File: src/psfq_pkg.sv
// Shared types and constants for the priority-sorted queue.
// No dependencies; imported by the top level, priority_sorted_fifo_queue.
package psfq_pkg;

  localparam int CAPACITY_DEF  = 16;
  localparam int PRIO_BITS_DEF = 8;
  localparam int ID_BITS       = 4;
  localparam int ID_COUNT      = 16;
  localparam int KIND_BITS     = 2;

  typedef enum logic [KIND_BITS-1:0] {
    KIND_INSERT  = 2'd0,
    KIND_REMOVE  = 2'd1,
    KIND_REQUEUE = 2'd2
  } kind_t;

  localparam logic STATUS_DONE    = 1'b0;
  localparam logic STATUS_IGNORED = 1'b1;

  typedef enum logic [3:0] {
    ST_IDLE,
    ST_DECODE,
    ST_INS_RD,
    ST_INS_CMP,
    ST_INS_PUT,
    ST_SCAN_RD,
    ST_SCAN_CMP,
    ST_HEAD_RD,
    ST_TAIL_RD,
    ST_TAIL_CAP,
    ST_DONE
  } state_t;

endpackage

File: src/priority_sorted_fifo_queue.sv
// Top level of the priority-sorted queue with FIFO order among equal priorities.
// Depends on psfq_pkg and psfq_ram (sorted slot storage).
//
// Usage:
//  - Request channel (in_*): kind (insert, remove, requeue), entry id and
//    priority. A request is taken when in_valid is high and in_stall low.
//  - Result channel (out_*): one result per request: status, empty flag,
//    head id/priority, tail id and occupancy after the operation.
//  - Slots live in one RAM (id and priority per word), walked by a small
//    sequencer with one read and one write per cycle. Every step issues
//    the read, then compares and moves one slot.
//  - Throughput: one request at a time; in_stall is high while a request is
//    being worked. A new request is taken while a result still waits in the
//    output register.
//  - Reset (rst_n low, synchronous) empties the queue: count and membership
//    map clear at once, no clearing pass over the RAM.
//  - When out_stall holds the output register, the finished request waits in
//    its last state until the register frees up.
module priority_sorted_fifo_queue
  import psfq_pkg::*;
#(
  parameter int CAPACITY      = CAPACITY_DEF,
  parameter int PRIORITY_BITS = PRIO_BITS_DEF
) (
  input  logic                             clk,
  input  logic                             rst_n,
  input  logic                             in_valid,
  output logic                             in_stall,
  input  logic [KIND_BITS-1:0]             in_kind,
  input  logic [ID_BITS-1:0]               in_entry_id,
  input  logic [PRIORITY_BITS-1:0]         in_priority_req,
  output logic                             out_valid,
  input  logic                             out_stall,
  output logic                             out_status,
  output logic                             out_is_empty,
  output logic [ID_BITS-1:0]               out_head_id,
  output logic [PRIORITY_BITS-1:0]         out_head_priority,
  output logic [ID_BITS-1:0]               out_tail_id,
  output logic [$clog2(CAPACITY+1)-1:0]    out_occupancy
);

  localparam int CNT_W  = $clog2(CAPACITY + 1);
  localparam int ADDR_W = $clog2(CAPACITY);
  localparam int ENT_W  = ID_BITS + PRIORITY_BITS;
  localparam logic [CNT_W-1:0] CAP_CNT = CNT_W'(CAPACITY);

  // Sequencer and datapath registers
  state_t                   state_r, state_nxt;
  kind_t                    kind_r, kind_nxt;
  logic [ID_BITS-1:0]       id_r, id_nxt;
  logic [PRIORITY_BITS-1:0] prio_r, prio_nxt;       // request priority / saved run priority
  logic [CNT_W-1:0]         cnt_r, cnt_nxt;         // entries held
  logic [CNT_W-1:0]         idx_r, idx_nxt;         // walk position
  logic                     found_r, found_nxt;
  logic                     ok_r, ok_nxt;
  logic [ID_COUNT-1:0]      present_r, present_nxt;
  logic [ID_BITS-1:0]       head_id_r, head_id_nxt;
  logic [PRIORITY_BITS-1:0] head_prio_r, head_prio_nxt;
  logic [ID_BITS-1:0]       tail_id_r, tail_id_nxt;

  // Output register
  logic                     out_valid_r, out_valid_nxt;
  logic                     out_status_r, out_status_nxt;
  logic                     out_empty_r, out_empty_nxt;
  logic [ID_BITS-1:0]       out_head_id_r, out_head_id_nxt;
  logic [PRIORITY_BITS-1:0] out_head_prio_r, out_head_prio_nxt;
  logic [ID_BITS-1:0]       out_tail_id_r, out_tail_id_nxt;
  logic [CNT_W-1:0]         out_occ_r, out_occ_nxt;

  // RAM port
  logic              ram_we;
  logic [ADDR_W-1:0] ram_waddr, ram_raddr;
  logic [ENT_W-1:0]  ram_wdata, ram_rdata;

  logic [ID_BITS-1:0]       rd_id;
  logic [PRIORITY_BITS-1:0] rd_prio;
  logic [CNT_W-1:0]         idx_m1, cnt_m1;
  logic                     out_free;

  assign rd_id    = ram_rdata[ENT_W-1 -: ID_BITS];
  assign rd_prio  = ram_rdata[PRIORITY_BITS-1:0];
  assign idx_m1   = idx_r - CNT_W'(1);
  assign cnt_m1   = cnt_r - CNT_W'(1);
  assign out_free = !out_valid_r || !out_stall;

  psfq_ram #(
    .WIDTH (ENT_W),
    .DEPTH (CAPACITY)
  ) u_slots (
    .clk   (clk),
    .we    (ram_we),
    .waddr (ram_waddr),
    .wdata (ram_wdata),
    .raddr (ram_raddr),
    .rdata (ram_rdata)
  );

  // Next state
  always_comb begin
    state_nxt = state_r;
    case (state_r)
      ST_IDLE: begin
        if (in_valid) state_nxt = ST_DECODE;
      end
      ST_DECODE: begin
        case (kind_r)
          KIND_INSERT: begin
            if (present_r[id_r] || (cnt_r == CAP_CNT)) state_nxt = ST_DONE;
            else state_nxt = ST_INS_RD;
          end
          KIND_REMOVE, KIND_REQUEUE: begin
            if (!present_r[id_r]) state_nxt = ST_DONE;
            else state_nxt = ST_SCAN_RD;
          end
          default: state_nxt = ST_DONE;
        endcase
      end
      ST_INS_RD: begin
        if (idx_r == '0) state_nxt = ST_INS_PUT;
        else state_nxt = ST_INS_CMP;
      end
      ST_INS_CMP: begin
        if (rd_prio > prio_r) state_nxt = ST_INS_RD;
        else state_nxt = ST_INS_PUT;
      end
      ST_INS_PUT:  state_nxt = ST_HEAD_RD;
      ST_SCAN_RD: begin
        if (idx_r == cnt_r) state_nxt = ST_HEAD_RD;
        else state_nxt = ST_SCAN_CMP;
      end
      ST_SCAN_CMP: begin
        // requeue stops at the first slot past its equal-priority run
        if (found_r && (kind_r == KIND_REQUEUE) && (rd_prio != prio_r))
          state_nxt = ST_HEAD_RD;
        else
          state_nxt = ST_SCAN_RD;
      end
      ST_HEAD_RD:  state_nxt = ST_TAIL_RD;
      ST_TAIL_RD:  state_nxt = ST_TAIL_CAP;
      ST_TAIL_CAP: state_nxt = ST_DONE;
      ST_DONE: begin
        if (out_free) state_nxt = ST_IDLE;
      end
      default: state_nxt = ST_IDLE;
    endcase
  end

  // Datapath, RAM control and output register
  always_comb begin
    kind_nxt          = kind_r;
    id_nxt            = id_r;
    prio_nxt          = prio_r;
    cnt_nxt           = cnt_r;
    idx_nxt           = idx_r;
    found_nxt         = found_r;
    ok_nxt            = ok_r;
    present_nxt       = present_r;
    head_id_nxt       = head_id_r;
    head_prio_nxt     = head_prio_r;
    tail_id_nxt       = tail_id_r;
    out_status_nxt    = out_status_r;
    out_empty_nxt     = out_empty_r;
    out_head_id_nxt   = out_head_id_r;
    out_head_prio_nxt = out_head_prio_r;
    out_tail_id_nxt   = out_tail_id_r;
    out_occ_nxt       = out_occ_r;
    out_valid_nxt     = out_valid_r && out_stall;
    ram_we            = 1'b0;
    ram_waddr         = idx_m1[ADDR_W-1:0];
    ram_wdata         = ram_rdata;
    ram_raddr         = idx_r[ADDR_W-1:0];

    case (state_r)
      ST_IDLE: begin
        if (in_valid) begin
          kind_nxt  = kind_t'(in_kind);
          id_nxt    = in_entry_id;
          prio_nxt  = in_priority_req;
          found_nxt = 1'b0;
          ok_nxt    = 1'b0;
        end
      end
      ST_DECODE: begin
        idx_nxt = (kind_r == KIND_INSERT) ? cnt_r : '0;
      end
      ST_INS_RD: begin
        ram_raddr = idx_m1[ADDR_W-1:0];
      end
      ST_INS_CMP: begin
        // walk down from the tail, pushing larger priorities up one slot
        if (rd_prio > prio_r) begin
          ram_we    = 1'b1;
          ram_waddr = idx_r[ADDR_W-1:0];
          ram_wdata = ram_rdata;
          idx_nxt   = idx_m1;
        end
      end
      ST_INS_PUT: begin
        ram_we              = 1'b1;
        ram_waddr           = idx_r[ADDR_W-1:0];
        ram_wdata           = {id_r, prio_r};
        cnt_nxt             = cnt_r + CNT_W'(1);
        present_nxt[id_r]   = 1'b1;
        ok_nxt              = 1'b1;
      end
      ST_SCAN_RD: begin
        if (idx_r == cnt_r) begin
          ok_nxt = 1'b1;
          if (kind_r == KIND_REMOVE) begin
            cnt_nxt           = cnt_m1;
            present_nxt[id_r] = 1'b0;
          end else begin
            // run reached the queue end: entry goes to the last slot
            ram_we    = 1'b1;
            ram_wdata = {id_r, prio_r};
          end
        end
      end
      ST_SCAN_CMP: begin
        idx_nxt = idx_r + CNT_W'(1);
        if (!found_r) begin
          if (rd_id == id_r) begin
            found_nxt = 1'b1;
            prio_nxt  = rd_prio;
          end
        end else if (kind_r == KIND_REMOVE) begin
          ram_we = 1'b1;
        end else begin
          ram_we = 1'b1;
          if (rd_prio != prio_r) begin
            ram_wdata = {id_r, prio_r};
            ok_nxt    = 1'b1;
          end
        end
      end
      ST_HEAD_RD: begin
        ram_raddr = '0;
      end
      ST_TAIL_RD: begin
        head_id_nxt   = rd_id;
        head_prio_nxt = rd_prio;
        ram_raddr     = cnt_m1[ADDR_W-1:0];
      end
      ST_TAIL_CAP: begin
        tail_id_nxt = rd_id;
      end
      ST_DONE: begin
        if (out_free) begin
          out_valid_nxt     = 1'b1;
          out_status_nxt    = ok_r ? STATUS_DONE : STATUS_IGNORED;
          out_empty_nxt     = (cnt_r == '0);
          out_head_id_nxt   = (cnt_r == '0) ? '0 : head_id_r;
          out_head_prio_nxt = (cnt_r == '0) ? '0 : head_prio_r;
          out_tail_id_nxt   = (cnt_r == '0) ? '0 : tail_id_r;
          out_occ_nxt       = cnt_r;
        end
      end
      default: begin
        ram_we = 1'b0;
      end
    endcase
  end

  always_ff @(posedge clk) begin
    if (!rst_n) begin
      state_r     <= ST_IDLE;
      cnt_r       <= '0;
      present_r   <= '0;
      out_valid_r <= 1'b0;
    end else begin
      state_r     <= state_nxt;
      cnt_r       <= cnt_nxt;
      present_r   <= present_nxt;
      out_valid_r <= out_valid_nxt;
    end
  end

  always_ff @(posedge clk) begin
    kind_r          <= kind_nxt;
    id_r            <= id_nxt;
    prio_r          <= prio_nxt;
    idx_r           <= idx_nxt;
    found_r         <= found_nxt;
    ok_r            <= ok_nxt;
    head_id_r       <= head_id_nxt;
    head_prio_r     <= head_prio_nxt;
    tail_id_r       <= tail_id_nxt;
    out_status_r    <= out_status_nxt;
    out_empty_r     <= out_empty_nxt;
    out_head_id_r   <= out_head_id_nxt;
    out_head_prio_r <= out_head_prio_nxt;
    out_tail_id_r   <= out_tail_id_nxt;
    out_occ_r       <= out_occ_nxt;
  end

  assign in_stall          = (state_r != ST_IDLE);
  assign out_valid         = out_valid_r;
  assign out_status        = out_status_r;
  assign out_is_empty      = out_empty_r;
  assign out_head_id       = out_head_id_r;
  assign out_head_priority = out_head_prio_r;
  assign out_tail_id       = out_tail_id_r;
  assign out_occupancy     = out_occ_r;

  // count never exceeds the slot storage
  a_cnt_bound: assert property (@(posedge clk) disable iff (!rst_n)
    cnt_r <= CAP_CNT)
    else $error("held count above capacity");

  // membership map and count move together
  a_map_count: assert property (@(posedge clk) disable iff (!rst_n)
    $countones(present_r) == int'(cnt_r))
    else $error("membership map disagrees with held count");

  // a result only appears out of the final sequencer state
  a_out_src: assert property (@(posedge clk) disable iff (!rst_n)
    $rose(out_valid_r) |-> $past(state_r == ST_DONE))
    else $error("result raised outside completion state");

  // slot writes stay within the held range plus one
  a_wr_range: assert property (@(posedge clk) disable iff (!rst_n)
    ram_we |-> (CNT_W'(ram_waddr) <= cnt_r))
    else $error("slot write beyond held entries");

endmodule

File: src/psfq_ram.sv
// Generic simple dual-port RAM: one write port, one registered read port.
// Depends on nothing.
module psfq_ram #(
  parameter int WIDTH = 12,
  parameter int DEPTH = 16
) (
  input  logic                     clk,
  input  logic                     we,
  input  logic [$clog2(DEPTH)-1:0] waddr,
  input  logic [WIDTH-1:0]         wdata,
  input  logic [$clog2(DEPTH)-1:0] raddr,
  output logic [WIDTH-1:0]         rdata
);

  logic [WIDTH-1:0] mem [DEPTH];

  always_ff @(posedge clk) begin
    if (we) begin
      mem[waddr] <= wdata;
    end
    rdata <= mem[raddr];
  end

endmodule
File: config.mk
export PLATFORM = sky130hd
export DESIGN_NAME = priority_sorted_fifo_queue
export DESIGN_NICKNAME = d
export VERILOG_FILES = /design/src/psfq_pkg.sv /design/src/priority_sorted_fifo_queue.sv /design/src/psfq_ram.sv
export SDC_FILE = /design/constraint.sdc
export NUM_CORES = 1
export LEC_CHECK = 0
export BUFFER_PORTS_ARGS = -buffer_cell sky130_fd_sc_hd__buf_2
export CAP_MARGIN = 30
export CORE_ASPECT_RATIO = 2
export CORE_UTILIZATION = 40
export CTS_BUF_LIST = sky130_fd_sc_hd__clkbuf_4
export DETAILED_ROUTE_END_ITERATION = 10
export MAX_ROUTING_LAYER = met4
export SYNTH_ARGS = -nofsm -noshare
export SYNTH_HDL_FRONTEND = slang
export SYNTH_SLANG_ARGS = --single-unit
File: constraint.sdc
create_clock -name clk -period 4.59 [get_ports clk]
set_input_delay 0.2295 -clock clk [delete_from_list [all_inputs] [get_ports clk]]
set_output_delay 0.2295 -clock clk [all_outputs]
set_load 0.05 [all_outputs]
Yosys cells after proc, flatten, opt, wreduce, memory -nomap -nowiden
Memory sizes are Yosys's and may differ from the RTL's. A register that Yosys moved wholly into a read port is not among the register bits.
Index checks and enable logic that the tools add are counted.
{"block": "totals", "wordCells": 137, "ram_bits": 192, "out_inout_bits": 25, "memories": 1, "input_bits": 18, "register_bits": 86}
{"memory": "u_slots.mem", "depth": 16, "word_bits": 12, "read_ports": 1, "rd_clocked_by_memory_dff": 1, "wr": 1, "line_no": "psfq_ram.sv:15", "text": "logic [WIDTH-1:0] mem [DEPTH];"}
{"block": "classes", "order_cmp": 3, "mux": 55, "reduce_logical": 26, "bitwise": 3, "eq_ne": 26, "addsub": 4}
{"operator": "12-bit 2-to-1 mux", "count": 5}
{"operator": "4-bit case mux with 11 select lines", "count": 1}
{"operator": "12-bit case mux with 3 select lines", "count": 1}
{"operator": "16-bit 2-to-1 mux", "count": 2}
{"operator": "16-bit case mux with 2 select lines", "count": 1}
{"operator": "8-bit 2-to-1 mux", "count": 3}
{"operator": "4-bit 2-to-1 mux", "count": 5}
{"operator": "5-bit 2-to-1 mux", "count": 4}
{"operator": "2-bit != test, second input constant", "count": 10}
{"operator": "1-bit 2-to-1 mux", "count": 19}
{"operator": "16-bit AND", "count": 1}
{"operator": "4-bit by 3-bit == test with 1-bit output, second input constant", "count": 4}
{"operator": "16-bit NOT", "count": 1}
{"operator": "16-bit bitwise OR", "count": 1}
{"operator": "4-bit case mux with 2 select lines", "count": 2}
{"operator": "8-bit case mux with 2 select lines", "count": 1}
{"operator": "5-bit case mux with 3 select lines", "count": 1}
{"operator": "4-bit == test, second input constant", "count": 3}
{"operator": "4-bit case mux with 3 select lines", "count": 1}
{"operator": "5-bit by 1-bit adder with 5-bit output, second input constant", "count": 2}
{"operator": "5-bit logical NOT", "count": 2}
{"operator": "5-bit case mux with 2 select lines", "count": 1}
{"operator": "2-bit AND reduction", "count": 5}
{"operator": "5-bit by 1-bit subtractor with 5-bit output, second input constant", "count": 2}
{"operator": "other kinds (29)", "count": 39}

Longest topological paths before layout
Gate-level depths: netlist (run 1).
{"block": "depth", "word_depth": 9, "ltp_mapped": 11, "mapped_depth_nobuf": 8}

Modules after synthesis
From an unflattened synthesis (run 1), not the netlist that was laid out.
{"block": "unflattened", "hier_cells": 789, "hier_area_um2": 12318.1}
{"module": "psfq_ram", "seq_area_each_um2": 6005.8, "n_inst": 1, "cells_each": 329, "area_per_inst_um2": 7599.8}
{"module": "priority_sorted_fifo_queue", "seq_area_each_um2": 2322.2, "n_inst": 1, "cells_each": 460, "area_per_inst_um2": 4718.3}

Least setup slack after synthesis (run 1)
Ideal clock, no wire load.
{"block": "synth_path", "kind": "flip-flop to flip-flop", "from": "register prio_r[7]", "to": "memory u_slots.mem[15][0] (enable)", "t_arrival_ns": 3.096, "slack_ns": 1.090, "required_ns": 4.186, "path_stages_with_launch": 10, "path_buffers": 1, "setup_ns": 0.404, "period_less_slack_ns": 3.500, "cell_sequence": "edfxtp_1 inv_1 ha_1 nand4_1 or2_2 a31o_2 or2_2 clkbuf_1 o22a_1 a311oi_1"}
{"block": "synth_via", "elab_chain_cells": 5, "word_cells_on_any_way": 7, "cone_classes": "1 x order compare; 6 x mux"}
{"element": "start: declaration", "line_no": "priority_sorted_fifo_queue.sv:51", "text": "logic [PRIORITY_BITS-1:0] prio_r, prio_nxt;"}
{"element": "start signal: assignment", "line_no": "priority_sorted_fifo_queue.sv:281", "text": "prio_r <= prio_nxt;"}
{"element": "8-bit greater-than comparator *", "line_no": "priority_sorted_fifo_queue.sv:191", "text": "if (rd_prio > prio_r) begin"}
{"element": "1-bit 2-to-1 mux", "line_no": "priority_sorted_fifo_queue.sv:191"}
{"element": "1-bit case mux with 4 select lines", "line_no": "priority_sorted_fifo_queue.sv:173", "text": "case (state_r)"}
{"element": "1-bit 2-to-1 mux", "line_no": "psfq_ram.sv:18", "text": "if (we) begin"}
{"element": "1-bit 2-to-1 mux (not written as such)", "line_no": "psfq_ram.sv:19", "text": "mem[waddr] <= wdata;"}
{"element": "end: declaration", "line_no": "psfq_ram.sv:15"}
Mark *: on every way between the ends. The rest lies on a longest branch, timed or not.

Worst setup path after layout (run 1)
{"block": "layout_path", "from": "register idx_r[0]", "to": "register u_slots.rdata[10] (read register of u_slots.mem)"}
{"block": "layout_via", "elab_chain_cells": 2}
{"element": "start: declaration", "line_no": "priority_sorted_fifo_queue.sv:53", "text": "logic [CNT_W-1:0] idx_r, idx_nxt;"}
{"element": "start signal: assignment", "line_no": "priority_sorted_fifo_queue.sv:282", "text": "idx_r <= idx_nxt;"}
{"element": "5-bit by 1-bit subtractor with 5-bit output", "line_no": "priority_sorted_fifo_queue.sv:82", "text": "assign idx_m1 = idx_r - CNT_W'(1);"}
{"element": "4-bit case mux with 3 select lines *", "line_no": "priority_sorted_fifo_queue.sv:173"}
{"element": "end: declaration", "line_no": "psfq_ram.sv:12", "text": "output logic [WIDTH-1:0] rdata"}
Marks and branches as above.
A chain may end at the register's enable or synchronous reset.

==> results of run 1 <==
layout make-up:
type / instances / share of cell area (%)
tap: 427 / 3.59
multi-input combinational: 616 / 29.1
antenna: 1 / 0.0168
timing repair buffer: 103 / 5.05
sequential: 290 / 56.0
clock buffer: 84 / 4.24
clock inverter: 28 / 1.36
inverter: 26 / 0.656
metrics by stage:
step	utilization (%)	total power (uW)	std cells	hold slack (ns)	setup slack [ns]
3_5_place_dp	43.2	8250	1444	0.408	1.00
6_report	46.3	10200	1575	0.215	0.923
5_1_grt	46.3	10800	1575	0.182	0.723
4_1_cts	46.3	10300	1574	0.157	0.969
2_1_floorplan	-	6840	1013	0.328	1.09
3_3_place_gp	43.1	8170	1443	0.407	1.05
per-layer routing:
metal	track usage (%)	wire, um
met1	20.2	11600
met5	-	0
met3	2.62	1200
met4	16.3	2610
met2	39.0	18800
cell usage after synthesis, types with 5 or more instances:
cell type and n:
edfxtp_1 252, and3_1 99, a211oi_1 88, nand2_1 59, clkbuf_1 56, nor4_1 50
dfxtp_1 38, nor2_1 36, inv_1 25, a21oi_1 23, nor2b_1 23, mux2i_1 19
buf_2 18, o21ai_0 17, ha_1 16, nand3_1 16, xnor2_1 14, or4_1 13
mux2_2 12, nand4_1 11, a211oi_2 10, nor3_1 9, nand2b_1 6, a311oi_1 5
a31oi_1 5, buf_6 5, xor2_1 5
worst max-delay path, stage by stage, from the launching register on:
cell and delay (ns):
edfxtp_1 0.68, inv_1 0.25, ha_1 0.43, nor3b_1 0.36
o21ai_4 0.10, buf_4 0.28, nand2_4 0.12, buf_12 0.40
mux2i_1 0.24, a2111oi_0 0.10, or4_1 0.53
flip-flops by register name, summed over array words and instances, names as in the netlist, 2 cells and up, named ones only:
name,cells
cnt_r,5
head_id_r,4
head_prio_r,8
id_r,4
idx_r,5
kind_r,2
out_head_id,4
out_head_priority,8
out_occupancy,5
out_tail_id,4
prio_r,8
state_r,4
tail_id_r,4
u_slots.mem,192
u_slots.rdata,12
report_power, final:
part / total, uW / switching (uW) / internal, uW
combinational: 4290 / 2840 / 1450
sequential: 3920 / 325 / 3590
clock: 2000 / 975 / 1030
how the worst min path moves through the flow:
stage | start | end | depth (start not counted)
3_3_place_gp | in_entry_id[0] | id_r[0]$_DFFE_PP_ | 1
4_1_cts | in_entry_id[0] | id_r[0]$_DFFE_PP_ | 2
6_report | in_kind[0] | kind_r[0]$_DFFE_PP_ | 2
5_1_grt | in_entry_id[0] | id_r[0]$_DFFE_PP_ | 2
2_1_floorplan | in_entry_id[0] | id_r[0]$_DFFE_PP_ | 0
3_5_place_dp | in_entry_id[0] | id_r[0]$_DFFE_PP_ | 1
kinds of logic after synthesis:
family	after synthesis
AO/OA/AOI/OAI	190
XOR/XNOR	19
adder cells (fa/ha/maj)	16
buffers and inverters	107
flip-flops	290
multiplexers	35
AND/OR/NAND/NOR	356
==> run_results.csv, run 1 <==
group,metric,value,unit
outcome,status,"complete, no violations",
routing,routed_wl,34.2,mm
routing,drtIter0Drc,626,
floorplan,fp.dieH,258,um
clock_tree,cts_resized,0,
routing,ant_nets,0,
synth,synth-xor-area-share,1.27,%
floorplan,die-area,33400,um2
routing,num_vias,8914,
floorplan,die_w,130,um
layout,final_common_cell,"edfxtp_1",
routing,wire_per_inst,21.7,um
routing,vias_per_cell,5.66,
synth,yosys.area.top_type_share,58.0,%
placement,portBuffers,42,
synth,synth_seq_cells,290,
synth,synth-seq-area-share,63.8,%
clock_tree,cts_made_buffers,59,
clock_tree,clk_latency,0.74,ns
synth,yosysWarnings,0,
critical_path,crit_path_start,"idx_r[0]$_DFFE_PP_",
synth,synth_top_family_by_area,"simple AND/OR/NAND/NOR gates",
synth,synth_top_area_cell,"edfxtp_1",
floorplan,pin_count,43,
sta,tightest_slew,0.795,ns
floorplan,core-area,32100,um2
global_route,grt_pass1_vias,8935,
synth,synth_area_leaders,"edfxtp_1 58%, dfxtp_1 5.8%, a211oi_1 5.1%, and3_1 4.7%, nor4_1 2.4%",
critical_path,critPathKind,"reg -> reg",
clock_tree,post-cts-setup-buffers,0,
floorplan,initial_core_util,40.7,%
sta,period_share,79.9,%
global_route,grt_max_degree,97,
synth,ys_async_sr_fraction,0,%
clock_tree,cts_max_level,2,
sta,slew_headroom,46.9,%
synth,synth_edf_count,252,
clock_tree,clock_path_buffers,3,
min_path,worst_hold_path_type,"in -> reg",
critical_path,r2r_setup_slack,0.92,ns
layout,area_delta_synth_final,13.9,%
placement,place_area,13900,um2
sta,hold_viol_final,0,
critical_path,start_kind,"flop",
global_route,antenna_found_initial,1,
sta,tns,0,ns
critical_path,crit_required,5.19,ns
layout,drive_gt1_share,20.1,%
routing,drcViolationCount,0,
clock_tree,cts_tree,"built",
global_route,grt_first_pass_wirelength,51.3,mm
synth,synth_cell_types,71,
synth,synth_fa_ha_area_share,1.53,%
global_route,grt_usage,21.6,%
placement,hpwlAfterDp,22.5,mm
clock_tree,cts-root-buf,"clkbuf_4",
critical_path,critPathMaxFanout,96,
sta,fin_crit,3.67,ns
layout,multiInputGateArea,4330,um2
critical_path,r2r-start,"idx_r[0]$_DFFE_PP_",
sta,fin_skew,0.0746,ns
synth,synth.area.mux_share,3.18,%
synth,synth-simple-area-share,15.7,%
critical_path,worstPathArrival,4.27,ns
power,ir_worst_vdd,0.445,mV
layout,regArea,8330,um2
placement,gp_congestion,0.969,
sta,fmax,273,MHz
layout,layout_common_cells,"252 x edfxtp_1, 99 x and3_1, 88 x a211oi_1",
synth,synth_compound_area_share,11.0,%
synth,netlist_instances,1013,
synth,avgSynthCellArea,12.9,um2
synth,synthFlopType,"edfxtp_1",
power,leakage,0.00533,uW
synth,syn-cell-area,13100,um2
synth,synth_nets,1047,
floorplan,num_rows,93,
clock_tree,clk_pin_slew,0.09,ns
clock_tree,clock-sinks,290,
layout,final_area,14900,um2
layout,fill_cells,2938,
critical_path,rr_endpoint,"u_slots.rdata[10]$_DFF_P_",
sta,report.final.setup_viol,0,
flow_run,cap_violations,0,
routing,drt_first_pass_iters,5,
layout,fin_nets,1130,
power,power-per-cell-area,686,nW/um2
critical_path,r2r_cells,10,
sta,maxSlewViolCount,0,
critical_path,crit_end,"u_slots.rdata[10]$_DFF_P_",
clock_tree,hold_buffers,18,
critical_path,worstSetupEndpointType,"flop",
global_route,overflow,0,
sta,rsz0062_at_grt,"false",
Note: power is estimated with default switching activity, not from simulation.
==> inputs of run 2 (changes only) <==
==> constraint.sdc (replaced) <==
create_clock -name clk -period 3.4 [get_ports clk]
set_input_delay 0.17 -clock clk [delete_from_list [all_inputs] [get_ports clk]]
set_output_delay 0.17 -clock clk [all_outputs]
set_load 0.05 [all_outputs]
==> run_results.csv, run 2 (synthesized netlist as in run 1, its figures left out) <==
group,metric,value,unit
outcome,status,"complete, no violations",
critical_path,worstSetupEndpointType,"flop",
floorplan,fp.dieH,258,um
sta,worst_slack,0.157,ns
critical_path,start_kind,"flop",
layout,final_util,47.8,%
layout,multiInputGateArea,4330,um2
placement,gp_congestion,0.954,
placement,portBuffers,42,
clock_tree,clock_path_buffers,3,
global_route,grt_max_degree,97,
layout,area_delta_synth_final,17.5,%
global_route,overflow,0,
floorplan,die-area,33400,um2
critical_path,crit_required,3.95,ns
sta,report.final.setup_viol,0,
global_route,antenna_found_initial,1,
sta,maxSlewViolCount,0,
power,intPower,8690,uW
clock_tree,clk_pin_slew,0.07,ns
sta,fmax,308,MHz
layout,top_regs,"u_slots.mem (192), u_slots.rdata (12)",
flow_run,cap_violations,0,
floorplan,pin_count,43,
layout,regArea,8330,um2
floorplan,num_rows,93,
clock_tree,cts-root-buf,"clkbuf_4",
layout,final_area,15300,um2
sta,hold_viol_final,0,
routing,routed_wl,36.3,mm
min_path,whs_path_depth,2,
power,p_switching,5950,uW
floorplan,initial_core_util,40.7,%
global_route,globalRouteMet3Util,4.82,%
sta,fin_skew,0.0445,ns
global_route,use_met2,40.5,%
routing,drt_first_pass_iters,5,
layout,fill_cells,2884,
clock_tree,cts_resized,0,
layout,largest_reg_flops,192,
routing,drcViolationCount,0,
clock_tree,clock-sinks,290,
power,power-per-cell-area,954,nW/um2
clock_tree,cts_tree,"built",
power,pwr-share-comb,44.5,%
critical_path,critPathKind,"reg -> reg",
routing,drtIter0Drc,724,
clock_tree,cts_made_buffers,67,
placement,hpwlAfterDp,23.6,mm
floorplan,die_w,130,um
sta,slew_headroom,49.2,%
sta,tightest_slew,0.753,ns
power,switching_share,40.7,%
power,leakage,0.00560,uW
sta,rsz0062_at_grt,"false",
global_route,grt_first_pass_wirelength,55.5,mm
power,clock_power_share,20.1,%
sta,tns,0,ns
min_path,worst_hold_path_type,"in -> reg",
sta,fin_crit,3.24,ns
power,ir_worst_vdd,0.482,mV
clock_tree,cts_max_level,3,
global_route,use_met1,22.7,%
layout,fin_nets,1172,
critical_path,worstPathArrival,3.79,ns
clock_tree,clk_latency,0.77,ns
routing,vias_per_cell,5.72,
placement,place_area,14200,um2
global_route,top_usage_layer,"met2",
placement,dp_slack,0.164,ns
floorplan,core-area,32100,um2
layout,drive_gt1_share,23.2,%
layout,regMostFlops,"u_slots.mem",
sta,period_share,95.4,%
routing,ant_nets,0,
global_route,grt_pass1_vias,9589,
critical_path,r2r_cells,9,
power,pwr-share-seq,35.4,%
layout,final_common_cell,"edfxtp_1",
global_route,grt_usage,23.5,%
routing,wire_per_inst,22.5,um
critical_path,critPathMaxFanout,52,
routing,num_vias,9226,
layout,layout_common_cells,"252 x edfxtp_1, 99 x and3_1, 99 x clkbuf_4",
[run 2: changes by cell type in the layout (fill, tap and decap cells not counted)]
cell | previous run | this run
dlygate4sd3_1 | 18 | 19
buf_4 | 40 | 62
buf_12 | 3 | 14
clkinv_1 | 16 | 8
inv_2 | 0 | 2
clkbuf_4 | 84 | 99
clkinv_2 | 8 | 3
[run 2: layout make-up]
cell class	count	share of cell area, %
tap	427	3.48
inverter	26	0.636
timing repair buffer	137	7.47
multi-input combinational	616	28.2
sequential	290	54.3
antenna	1	0.0163
clock inverter	17	1.01
clock buffer	99	4.85
[run 2: per-stage QoR]
step / cells / total power (uW) / hold WS [ns]
final: 1613 / 14600 / 0.136
after global routing: 1613 / 15400 / 0.0827
after CTS: 1612 / 14700 / 0.0818
after detailed placement: 1477 / 11700 / 0.348
after global placement: 1477 / 11700 / 0.349
after floorplan: 1013 / 9240 / 0.269
[run 2: worst max-delay path, cell delays in order, from the launching register on]
cell	delay, ns
dfxtp_1	0.55
inv_1	0.08
ha_1	0.34
nor3b_1	0.33
o21ai_4	0.13
buf_4	0.31
and3_1	0.24
a211oi_1	0.26
nor4_1	0.07
or4_1	0.71
[run 2: worst paths after layout]
| kind | from | to | slack [ns] |
|---|---|---|---|
| setup reg to reg | cnt_r[0]$_SDFFE_PN0P_ | u_slots.rdata[4]$_DFF_P_ | 0.16 |
| hold / removal | in_entry_id[1] | id_r[1]$_DFFE_PP_ | 0.14 |
| hold reg to reg | flop | flop | 0.46 |
| setup / recovery | cnt_r[0]$_SDFFE_PN0P_ | u_slots.rdata[4]$_DFF_P_ | 0.16 |
[run 2: power by group through the flow]
stage | clock (uW) | sequential [uW] | combinational [uW]
after global routing | 3180 | 5230 | 6990
after CTS | 3030 | 5180 | 6520
after global placement | 0 | 5250 | 6440
after floorplan | 0 | 5120 | 4120
final | 2940 | 5190 | 6510
after detailed placement | 0 | 5260 | 6470
[run 2: what timing repair did]
item,in CTS,in global routing
buffers inserted,0,0
hold buffers,19,0
endpoints found under the hold margin,65,0
[run 2: metal layers]
metal  share of wire [%]  wire [um]
met1                  35      12600
met2                  53      19200
met3                 4.6       1650
met4                 8.0       2900
met5                   0          0
